**src/rtl/alpha_over_pixel_blend_defines.svh**
```systemverilog
// Assertion macros for the alpha-over pixel blend block.
`ifndef ALPHA_OVER_PIXEL_BLEND_DEFINES_SVH
`define ALPHA_OVER_PIXEL_BLEND_DEFINES_SVH

// Same-cycle implication, sampled on clk, off during rst.
`define AOPB_ASSERT_IMP(lbl, ante, cons) \
  lbl: assert property (@(posedge clk) disable iff (rst) (ante) |-> (cons)) \
    else $error("aopb assertion failed");

// Next-cycle implication, sampled on clk, off during rst.
`define AOPB_ASSERT_NXT(lbl, ante, cons) \
  lbl: assert property (@(posedge clk) disable iff (rst) (ante) |=> (cons)) \
    else $error("aopb assertion failed");

`endif

```
**src/rtl/aopb_pkg.sv**
```systemverilog
// Types, constants and helper functions for the alpha-over pixel blend.
package aopb_pkg;

  localparam int unsigned NUM_CH        = 3;
  localparam int unsigned NUM_STAGES    = 6;
  localparam int unsigned QUO_W         = 9;
  localparam int unsigned DIV_PER_STAGE = 3;
  localparam int unsigned DIV_STAGES    = QUO_W / DIV_PER_STAGE;

  localparam logic [7:0]  CH_MAX  = 8'd255;
  localparam logic [15:0] RECIP16 = 16'h8081;   // x/255 = (x*RECIP16)>>23, x < 2^16
  localparam logic [23:0] RECIP24 = 24'h808081; // x/255 = (x*RECIP24)>>31, x < 2^24

  typedef logic [7:0]  chan_t;
  typedef logic [31:0] pixel_t;

  typedef struct packed {
    logic [16:0]      rem;
    logic [QUO_W-1:0] quo;
  } div_t;

  // Channel c of a pixel: 0 red, 1 green, 2 blue.
  function automatic chan_t get_chan(pixel_t p, int unsigned c);
    return p[(NUM_CH - 1 - c) * 8 +: 8];
  endfunction

  // Restoring division, DIV_PER_STAGE quotient bits from bit hi downward.
  function automatic div_t div_steps(div_t d, chan_t oa, int unsigned hi);
    div_t        r;
    logic [16:0] dv;
    r = d;
    for (int j = 0; j < DIV_PER_STAGE; j++) begin
      dv = 17'(oa) << (hi - j);
      if (r.rem >= dv) begin
        r.rem = r.rem - dv;
        r.quo[4'(hi - j)] = 1'b1;
      end
    end
    return r;
  endfunction

endpackage

```
**src/rtl/aopb_if.sv**
```systemverilog
// Valid/ready channel interfaces for the alpha-over pixel blend.
interface aopb_in_if;
  logic        valid;
  logic        ready;
  logic [31:0] src_pixel;
  logic [31:0] dst_pixel;
  modport source (output valid, output src_pixel, output dst_pixel, input ready);
  modport sink (input valid, input src_pixel, input dst_pixel, output ready);
endinterface

interface aopb_out_if;
  logic        valid;
  logic        ready;
  logic [31:0] out_pixel;
  modport source (output valid, output out_pixel, input ready);
  modport sink (input valid, input out_pixel, output ready);
endinterface

```
**src/rtl/alpha_over_pixel_blend.sv**
```systemverilog
// Straight-alpha source-over blend of two ARGB8888 pixels, one word per clock.
// Channels: operand carries src_pixel and dst_pixel; result carries out_pixel.
// Both are valid/ready; a word moves on a clock edge with valid and ready high.
// The first of the six stages loads on the operand edge; bypass cases run the
// same stages. Throughput is one word per clock while result is not stalled.
// The six pipeline registers are: alpha product, /255 reciprocal multiplies,
// then a restoring divider by out alpha that resolves three quotient bits in
// each of its three stages.
// Each stage has its own valid bit and advances when it is empty or the
// stage after it advances, so bubbles are squeezed out under a stall.
// When result is stalled with all six stages full, operand.ready drops;
// nothing is lost or repeated. rst (synchronous) clears all valid bits;
// the data registers are not reset.
`include "alpha_over_pixel_blend_defines.svh"

module alpha_over_pixel_blend (
  input logic        clk,
  input logic        rst,
  aopb_in_if.sink    operand,
  aopb_out_if.source result
);
  import aopb_pkg::*;

  logic [NUM_STAGES-1:0] vld;
  logic [NUM_STAGES-1:0] en;

  always_comb begin
    en[NUM_STAGES-1] = !vld[NUM_STAGES-1] || result.ready;
    for (int k = NUM_STAGES - 2; k >= 0; k--) begin
      en[k] = !vld[k] || en[k+1];
    end
  end

  assign operand.ready = en[0];

  always_ff @(posedge clk) begin
    if (rst) begin
      vld <= '0;
    end else begin
      if (en[0]) vld[0] <= operand.valid;
      for (int k = 1; k < NUM_STAGES; k++) begin
        if (en[k]) vld[k] <= vld[k-1];
      end
    end
  end

  // stage 1: bypass decode, da*(255-sa)
  chan_t       sa_in, da_in;
  logic        s1_byp;
  pixel_t      s1_bpix, s1_src, s1_dst;
  logic [15:0] s1_f;

  assign sa_in = operand.src_pixel[31:24];
  assign da_in = operand.dst_pixel[31:24];

  always_ff @(posedge clk) begin
    if (en[0]) begin
      s1_byp  <= (sa_in == CH_MAX) || (sa_in == '0) || (da_in == '0);
      s1_bpix <= (sa_in != CH_MAX && sa_in == '0) ? operand.dst_pixel : operand.src_pixel;
      s1_src  <= operand.src_pixel;
      s1_dst  <= operand.dst_pixel;
      s1_f    <= 16'(da_in) * 16'(8'(CH_MAX - sa_in));
    end
  end

  // stage 2: out alpha, sc*sa, dc*f
  logic [31:0] fq_prod;
  logic        s2_byp;
  pixel_t      s2_bpix;
  chan_t       s2_oa;
  logic [15:0] s2_sp [NUM_CH];
  logic [23:0] s2_pr [NUM_CH];

  assign fq_prod = 32'(s1_f) * 32'(RECIP16);

  always_ff @(posedge clk) begin
    if (en[1]) begin
      s2_byp  <= s1_byp;
      s2_bpix <= s1_bpix;
      s2_oa   <= s1_src[31:24] + fq_prod[30:23];
      for (int c = 0; c < NUM_CH; c++) begin
        s2_sp[c] <= 16'(get_chan(s1_src, c)) * 16'(s1_src[31:24]);
        s2_pr[c] <= 24'(get_chan(s1_dst, c)) * 24'(s1_f);
      end
    end
  end

  // stage 3: numerator = sc*sa + (dc*f)/255
  logic [47:0] pr_prod [NUM_CH];
  logic        s3_byp;
  pixel_t      s3_bpix;
  chan_t       s3_oa;
  logic [16:0] s3_num [NUM_CH];

  always_comb begin
    for (int c = 0; c < NUM_CH; c++) begin
      pr_prod[c] = 48'(s2_pr[c]) * 48'(RECIP24);
    end
  end

  always_ff @(posedge clk) begin
    if (en[2]) begin
      s3_byp  <= s2_byp;
      s3_bpix <= s2_bpix;
      s3_oa   <= s2_oa;
      for (int c = 0; c < NUM_CH; c++) begin
        s3_num[c] <= 17'(s2_sp[c]) + 17'(pr_prod[c][46:31]);
      end
    end
  end

  // stages 4..6: numerator / out alpha, three quotient bits per stage
  div_t   dq    [DIV_STAGES][NUM_CH];
  chan_t  doa   [DIV_STAGES];
  logic   dbyp  [DIV_STAGES];
  pixel_t dbpix [DIV_STAGES];

  for (genvar k = 0; k < DIV_STAGES; k++) begin : g_div
    div_t   d_in [NUM_CH];
    chan_t  oa_in;
    logic   byp_in;
    pixel_t bpix_in;

    if (k == 0) begin : g_first
      always_comb begin
        oa_in   = s3_oa;
        byp_in  = s3_byp;
        bpix_in = s3_bpix;
        for (int c = 0; c < NUM_CH; c++) begin
          d_in[c].rem = s3_num[c];
          d_in[c].quo = '0;
        end
      end
    end else begin : g_next
      always_comb begin
        oa_in   = doa[k-1];
        byp_in  = dbyp[k-1];
        bpix_in = dbpix[k-1];
        for (int c = 0; c < NUM_CH; c++) begin
          d_in[c] = dq[k-1][c];
        end
      end
    end

    always_ff @(posedge clk) begin
      if (en[3+k]) begin
        doa[k]   <= oa_in;
        dbyp[k]  <= byp_in;
        dbpix[k] <= bpix_in;
        for (int c = 0; c < NUM_CH; c++) begin
          dq[k][c] <= div_steps(d_in[c], oa_in, QUO_W - 1 - DIV_PER_STAGE * k);
        end
      end
    end
  end

  localparam int unsigned LAST = DIV_STAGES - 1;

  assign result.valid     = vld[NUM_STAGES-1];
  assign result.out_pixel = dbyp[LAST] ? dbpix[LAST] :
                            {doa[LAST], dq[LAST][0].quo[7:0], dq[LAST][1].quo[7:0],
                             dq[LAST][2].quo[7:0]};

  logic rem_ok;

  assign rem_ok = (dq[LAST][0].rem < 17'(doa[LAST])) &&
                  (dq[LAST][1].rem < 17'(doa[LAST])) &&
                  (dq[LAST][2].rem < 17'(doa[LAST]));

  `AOPB_ASSERT_NXT(a_accept_fills_s1, operand.valid && operand.ready, vld[0])
  `AOPB_ASSERT_IMP(a_stall_only_full, !operand.ready, &vld)
  `AOPB_ASSERT_IMP(a_divisor_nonzero, vld[2] && !s3_byp, s3_oa != '0)
  `AOPB_ASSERT_IMP(a_rem_below_oa, vld[NUM_STAGES-1] && !dbyp[LAST], rem_ok)

endmodule
```
**src/flat_wrapper.sv**
```systemverilog
// flat-port wrapper written by rule: the top's interface ports become plain ports
module alpha_over_pixel_blend_flat import aopb_pkg::*;
  (clk, rst, operand_valid, operand_src_pixel, operand_dst_pixel, operand_ready, result_valid, result_out_pixel, result_ready);
  aopb_in_if operand_i ();
  aopb_out_if result_i ();
  input logic clk;
  input logic rst;
  input wire logic [$bits(operand_i.valid)-1:0] operand_valid;
  input wire logic [$bits(operand_i.src_pixel)-1:0] operand_src_pixel;
  input wire logic [$bits(operand_i.dst_pixel)-1:0] operand_dst_pixel;
  output wire logic [$bits(operand_i.ready)-1:0] operand_ready;
  output wire logic [$bits(result_i.valid)-1:0] result_valid;
  output wire logic [$bits(result_i.out_pixel)-1:0] result_out_pixel;
  input wire logic [$bits(result_i.ready)-1:0] result_ready;
  assign operand_i.valid = operand_valid;
  assign operand_i.src_pixel = operand_src_pixel;
  assign operand_i.dst_pixel = operand_dst_pixel;
  assign operand_ready = operand_i.ready;
  assign result_valid = result_i.valid;
  assign result_out_pixel = result_i.out_pixel;
  assign result_i.ready = result_ready;
  alpha_over_pixel_blend u_core (.clk(clk), .rst(rst), .operand(operand_i), .result(result_i));
endmodule
```
**config.mk**
```make
export PLATFORM = sky130hd
export DESIGN_NAME = alpha_over_pixel_blend_flat
export DESIGN_NICKNAME = d
export VERILOG_FILES = /design/src/rtl/aopb_pkg.sv /design/src/rtl/aopb_if.sv /design/src/rtl/alpha_over_pixel_blend.sv /design/src/flat_wrapper.sv
export VERILOG_INCLUDE_DIRS = /design/src /design/src/rtl
export SDC_FILE = /design/constraint.sdc
export NUM_CORES = 2
export LEC_CHECK = 0
export BUFFER_PORTS_ARGS = -buffer_cell sky130_fd_sc_hd__buf_2
export CORE_MARGIN = 1.5
export CORE_UTILIZATION = 55
export DETAILED_ROUTE_END_ITERATION = 10
export PLACE_DENSITY = 0.71
export SETUP_SLACK_MARGIN = 0.3
export SYNTH_ARGS = -nofsm -noshare
export SYNTH_HDL_FRONTEND = slang
export SYNTH_SLANG_ARGS = --single-unit
```
**constraint.sdc**
```tcl
create_clock -name clk -period 19.6 [get_ports clk]
set_input_delay 1.96 -clock clk [delete_from_list [all_inputs] [get_ports clk]]
set_output_delay 1.96 -clock clk [all_outputs]
set_load 0.05 [all_outputs]
```
== Word-level counts from Yosys, hierarchy flattened ==
Memory sizes are Yosys's and may differ from the RTL's.
Index checks and enable logic that the tools add are counted.
Operators by class
  mux-type cells: 114
  eq/ne operators: 2
  $lt $le $gt $ge: 27
  reductions and logical operators: 17
  $add $sub $neg: 32
  multiply operators: 11
Operators by type and width (number)
  17-bit two-way mux: 48
  24-bit by 24-bit multiplier with 47-bit output (second input constant): 3
  18-bit two-way mux: 6
  8-bit by 16-bit multiplier with 24-bit output: 3
  8-bit by 8-bit multiplier with 16-bit output: 4
  32-bit two-way mux: 2
  1-bit two-way mux: 58
  16-bit by 16-bit adder with 17-bit output: 3
  17-bit by 10-bit greater-or-equal comparator with 1-bit output: 3
  17-bit by 11-bit greater-or-equal comparator with 1-bit output: 3
  17-bit by 12-bit greater-or-equal comparator with 1-bit output: 3
  17-bit by 13-bit greater-or-equal comparator with 1-bit output: 3
  17-bit by 14-bit greater-or-equal comparator with 1-bit output: 3
  17-bit by 15-bit greater-or-equal comparator with 1-bit output: 3
  17-bit by 16-bit greater-or-equal comparator with 1-bit output: 3
  17-bit by 8-bit greater-or-equal comparator with 1-bit output: 3
  17-bit by 9-bit greater-or-equal comparator with 1-bit output: 3
  17-bit by 10-bit subtractor with 17-bit output: 3
  17-bit by 11-bit subtractor with 17-bit output: 3
  17-bit by 12-bit subtractor with 17-bit output: 3
  17-bit by 13-bit subtractor with 17-bit output: 3
  17-bit by 14-bit subtractor with 17-bit output: 3
  17-bit by 15-bit subtractor with 17-bit output: 3
  17-bit by 16-bit subtractor with 17-bit output: 3
  11 further kinds: 28
Storage, ports and cells
  flip-flop bits (word level): 193
  input bits: 68
  bits in writable memories: 528
  memories: 7
  output and inout port bits: 34
Memories
  u_core.dq: words 3, width 78, rd ports 3, clocked after memory_dff 0, write ports 3, RTL line alpha_over_pixel_blend.sv:113  | div_t dq [DIV_STAGES][NUM_CH];
  u_core.dbpix: words 3, width 32, rd ports 3, clocked after memory_dff 0, write ports 3, RTL line alpha_over_pixel_blend.sv:116  | pixel_t dbpix [DIV_STAGES];
  u_core.s2_pr: words 3, width 24, rd ports 3, clocked after memory_dff 0, write ports 3, RTL line alpha_over_pixel_blend.sv:72  | logic [23:0] s2_pr [NUM_CH];
  u_core.s3_num: words 3, width 17, rd ports 3, clocked after memory_dff 0, write ports 3, RTL line alpha_over_pixel_blend.sv:93  | logic [16:0] s3_num [NUM_CH];
  u_core.s2_sp: words 3, width 16, rd ports 3, clocked after memory_dff 0, write ports 3, RTL line alpha_over_pixel_blend.sv:71  | logic [15:0] s2_sp [NUM_CH];
  u_core.doa: words 3, width 8, rd ports 3, clocked after memory_dff 0, write ports 3, RTL line alpha_over_pixel_blend.sv:114  | chan_t doa [DIV_STAGES];
  +1 memories

== Longest topological paths before layout ==
  word-level depth: 11
  mapped depth: 37
  gate-level depth less buffers: 33

== Worst setup path before layout ==
OpenSTA, ideal clock, no wires.
  path kind: in2reg
  from: input result_ready
  to: register u_core.s2_bpix[0] (enable)
  arrival: 6139 ps
  path buffers: 1
  stages on the path: 4
  required time: 17860 ps
  setup slack: 11720 ps
  cells stage by stage: nor2b_1 > and3_1 > clkbuf_1 > nand3_1
Between the ends
  word-level cells in the longest chain between the ends: 5
RTL lines
  start: declaration: RTL line flat_wrapper.sv:14  | input wire logic [$bits(result_i.ready)-1:0] result_ready;
  1-bit logical OR: RTL line alpha_over_pixel_blend.sv:28  | en[NUM_STAGES-1] = !vld[NUM_STAGES-1] || result.ready;
  1-bit logical OR (4 in series): RTL line alpha_over_pixel_blend.sv:30  | en[k] = !vld[k] || en[k+1];
  via u_core.en[1]: RTL line alpha_over_pixel_blend.sv:25  | logic [NUM_STAGES-1:0] en;
  end signal: assignment: RTL line alpha_over_pixel_blend.sv:79  | s2_bpix <= s1_bpix;
  end: declaration: RTL line alpha_over_pixel_blend.sv:69  | pixel_t s2_bpix;
The timed path passes the listed nets, and every way through them passes these cells.
A chain may end at the register's enable or synchronous reset.

==> results.sh <==
export IMPL_cp_end_kind="register"
export IMPL_synth_area_mux_share=0.0269
export IMPL_syn_area_per_cell_sq_um=10.3
export IMPL_clock_latency_ns=0.67
export IMPL_grt_usage=0.252
export IMPL_wirelength_um=151000
export IMPL_fin_crit_ns=9.33
export IMPL_num_rows=126
export IMPL_synth_compound_area_share=0.102
export IMPL_finalSetupTns_ns=0
export IMPL_slew_headroom=0.218
export IMPL_routedWlPerCell_um=18.5
export IMPL_hold_viol_final=0
export IMPL_multi_input_comb_area_sq_mm=0.0433
export IMPL_syn_inst=6401
export IMPL_die_width_um=349
export IMPL_fmax_mhz=107
export IMPL_ios=102
export IMPL_numCtsBuffers=76
export IMPL_ctsResizeCount=0
export IMPL_register_area_sq_mm=0.0190
export IMPL_cp_arrival_ns=9.75
export IMPL_synth_lib_cells_used_distinct=113
export IMPL_hold_buffers=0
export IMPL_nets=8166
export IMPL_first_pass_iters=5
export IMPL_worst_slew_pin_slew_ns=1.17
export IMPL_ys_flop_type="edfxtp_1"
export IMPL_first_iter_violations=2841
export IMPL_initial_core_util=0.557
export IMPL_area_growth_pct=7.60
export IMPL_gp_congestion=0.893
export IMPL_final_cell_mix="1121 x ha_1, 861 x inv_1, 628 x edfxtp_1"
export IMPL_setup_viol=0
export IMPL_yosys_warnings=0
export IMPL_grt_pass1_vias=47300
export IMPL_period_share=0.476
export IMPL_cpLargestDelayFamily="compound AO/OA/AOI/OAI gates"
export IMPL_vias=46500
export IMPL_cp_required_ns=20.02
export IMPL_clock_sinks=634
export IMPL_clockBufferDepth=3
export IMPL_fillers=9936
export IMPL_slowest_delay_ns=0.81
export IMPL_drv_slew=0
export IMPL_ys_seq_area_frac=0.287
export IMPL_antenna_found_initial=9
export IMPL_holdCritPathClass="register to register"
export IMPL_layout_commonest_cell="ha_1"
export IMPL_synthAdderAreaFrac=0.356
export IMPL_grt_pass1_wl_um=247000
export IMPL_postSynth_asyncResetShare=0
export IMPL_cts_clk_slew_worst_paths_ns=0.06
export IMPL_syn_nets=8062
export IMPL_cts_max_level=3
export IMPL_vias_per_cell=5.70
export IMPL_fin_skew_ns=0.0269
export IMPL_crit_type="register to register"
export IMPL_cts_root_buf="clkbuf_16"
export IMPL_hpwl_um=118000
export IMPL_cts_tree="yes"
export IMPL_path_buf_inv=2
export IMPL_dieArea_sq_mm=0.122
export IMPL_fp_dieH_um=349
export IMPL_drive_above_1_share=0.0714
export IMPL_rsz0062_at_grt="no"
export IMPL_antenna_left=0
export IMPL_syn_cell_area_sq_mm=0.0660
export IMPL_cp_max_fo=12
export IMPL_start_kind="register"
export IMPL_synth_edf_count=628
export IMPL_io_buffers=101
export IMPL_synth_xor_area_share=0.0379
export IMPL_status="complete, no violations"
export IMPL_grt_max_degree=75
export IMPL_cts_setup_buffers=0
export IMPL_remaining_drc_errors=0
export IMPL_core_area_sq_mm=0.119
export IMPL_max_cap_violations=0
export IMPL_synth_seq_cells=634
export IMPL_worst_path_max_delay_cell="a31oi_1"
export IMPL_synth_top_family_by_area="adder cells"
export IMPL_synthSimpleGateAreaFrac=0.133
export IMPL_grt_ovfl_total=0
[state kept, by name, indices dropped and copies added, names as in the netlist]
signal                cells
u_core.dq               147
u_core.s1_src            32
u_core.vld                6
u_core.dbyp               3
u_core.s2_oa              8
u_core.s1_byp             1
u_core.s2_pr             72
u_core.dbpix             96
u_core.s3_num            51
u_core.g_div.byp_in       1
u_core.s1_bpix           32
u_core.s1_dst            24
u_core.s2_sp             48
u_core.s2_byp             1
u_core.g_div.bpix_in     32
u_core.g_div.oa_in        8
u_core.s1_f              16
u_core.s2_bpix           32
u_core.doa               24
[worst paths after layout]
path                                                          from                            end  slack (ns)  cells past startpoint
worst max register to register  u_core.g_div[0].oa_in[1]$_DFFE_PP_     u_core.dq[0][68]$_DFFE_PP_       10.27                     29
worst min-delay path                  u_core.dbpix[0][3]$_DFFE_PP_  u_core.dbpix[0][35]$_DFFE_PP_        0.41                      0
worst min register to register        u_core.dbpix[0][3]$_DFFE_PP_  u_core.dbpix[0][35]$_DFFE_PP_        0.41                      0
worst max-delay path            u_core.g_div[0].oa_in[1]$_DFFE_PP_     u_core.dq[0][68]$_DFFE_PP_       10.27                     29
[cells in the mapped netlist (37+ instances only)]
master	instances	area (sq um)
a21oi_1	253	1270
inv_1	863	3240
o31ai_1	43	323
xnor2_1	217	1900
nor2_1	299	1120
ha_1	1121	14000
a21boi_0	58	435
fa_1	472	9450
or3_1	37	231
clkbuf_1	110	413
a21o_1	103	773
xor2_1	69	604
nand2_1	522	1960
nor2b_1	122	763
mux2_2	106	1190
edfxtp_1	628	18900
nand3_1	56	280
nand4_1	51	319
and2_1	311	1950
nor3_1	94	470
nand2b_1	66	413
o21a_1	53	398
o21ai_0	223	1120
[cell families (layout without fill, tap and decap cells)]
kind of cell,count (synthesis),after routing
simple gates,1717,1717
fa+ha+maj,1593,1593
compound gates,1017,1017
buf+inv,997,1161
flops,634,634
xor+xnor,286,286
mux,157,157
other cells,0,4
[stage by stage]
step | worst slack (ns) | utilization | cells | hold slack (ns) | cell area [sq um]
2_1_floorplan | 11.72 | - | 6401 | 0.400 | 66000
6_report | 10.27 | 0.599 | 8169 | 0.413 | 71000
5_1_grt | 9.40 | 0.599 | 8168 | 0.422 | 71000
3_5_place_dp | 10.34 | 0.577 | 8027 | 0.405 | 68500
4_1_cts | 10.35 | 0.599 | 8165 | 0.415 | 71000
3_3_place_gp | 10.67 | 0.577 | 8027 | 0.402 | 68500
[layer usage]
layer / vias up / part of all wire / GRT usage
met5: - / 0.00024 / 0
met4: 6 / 0.029 / 0.0752
met3: 245 / 0.054 / 0.0338
met2: 1154 / 0.46 / 0.420
met1: 22700 / 0.45 / 0.344
li1: 22500 / - / -
[cell type report]
type	count	share of cell area
multi-input combinational	4770	0.610
sequential	634	0.267
inverter	870	0.0461
tap	1600	0.0282
clock buffer	80	0.0270
timing repair buffer	153	0.0126
clock inverter	58	0.00930
antenna	4	0.000141
Power is not shown: default switching activity piles up to over one toggle a cycle in this logic, so the estimate is an artifact.
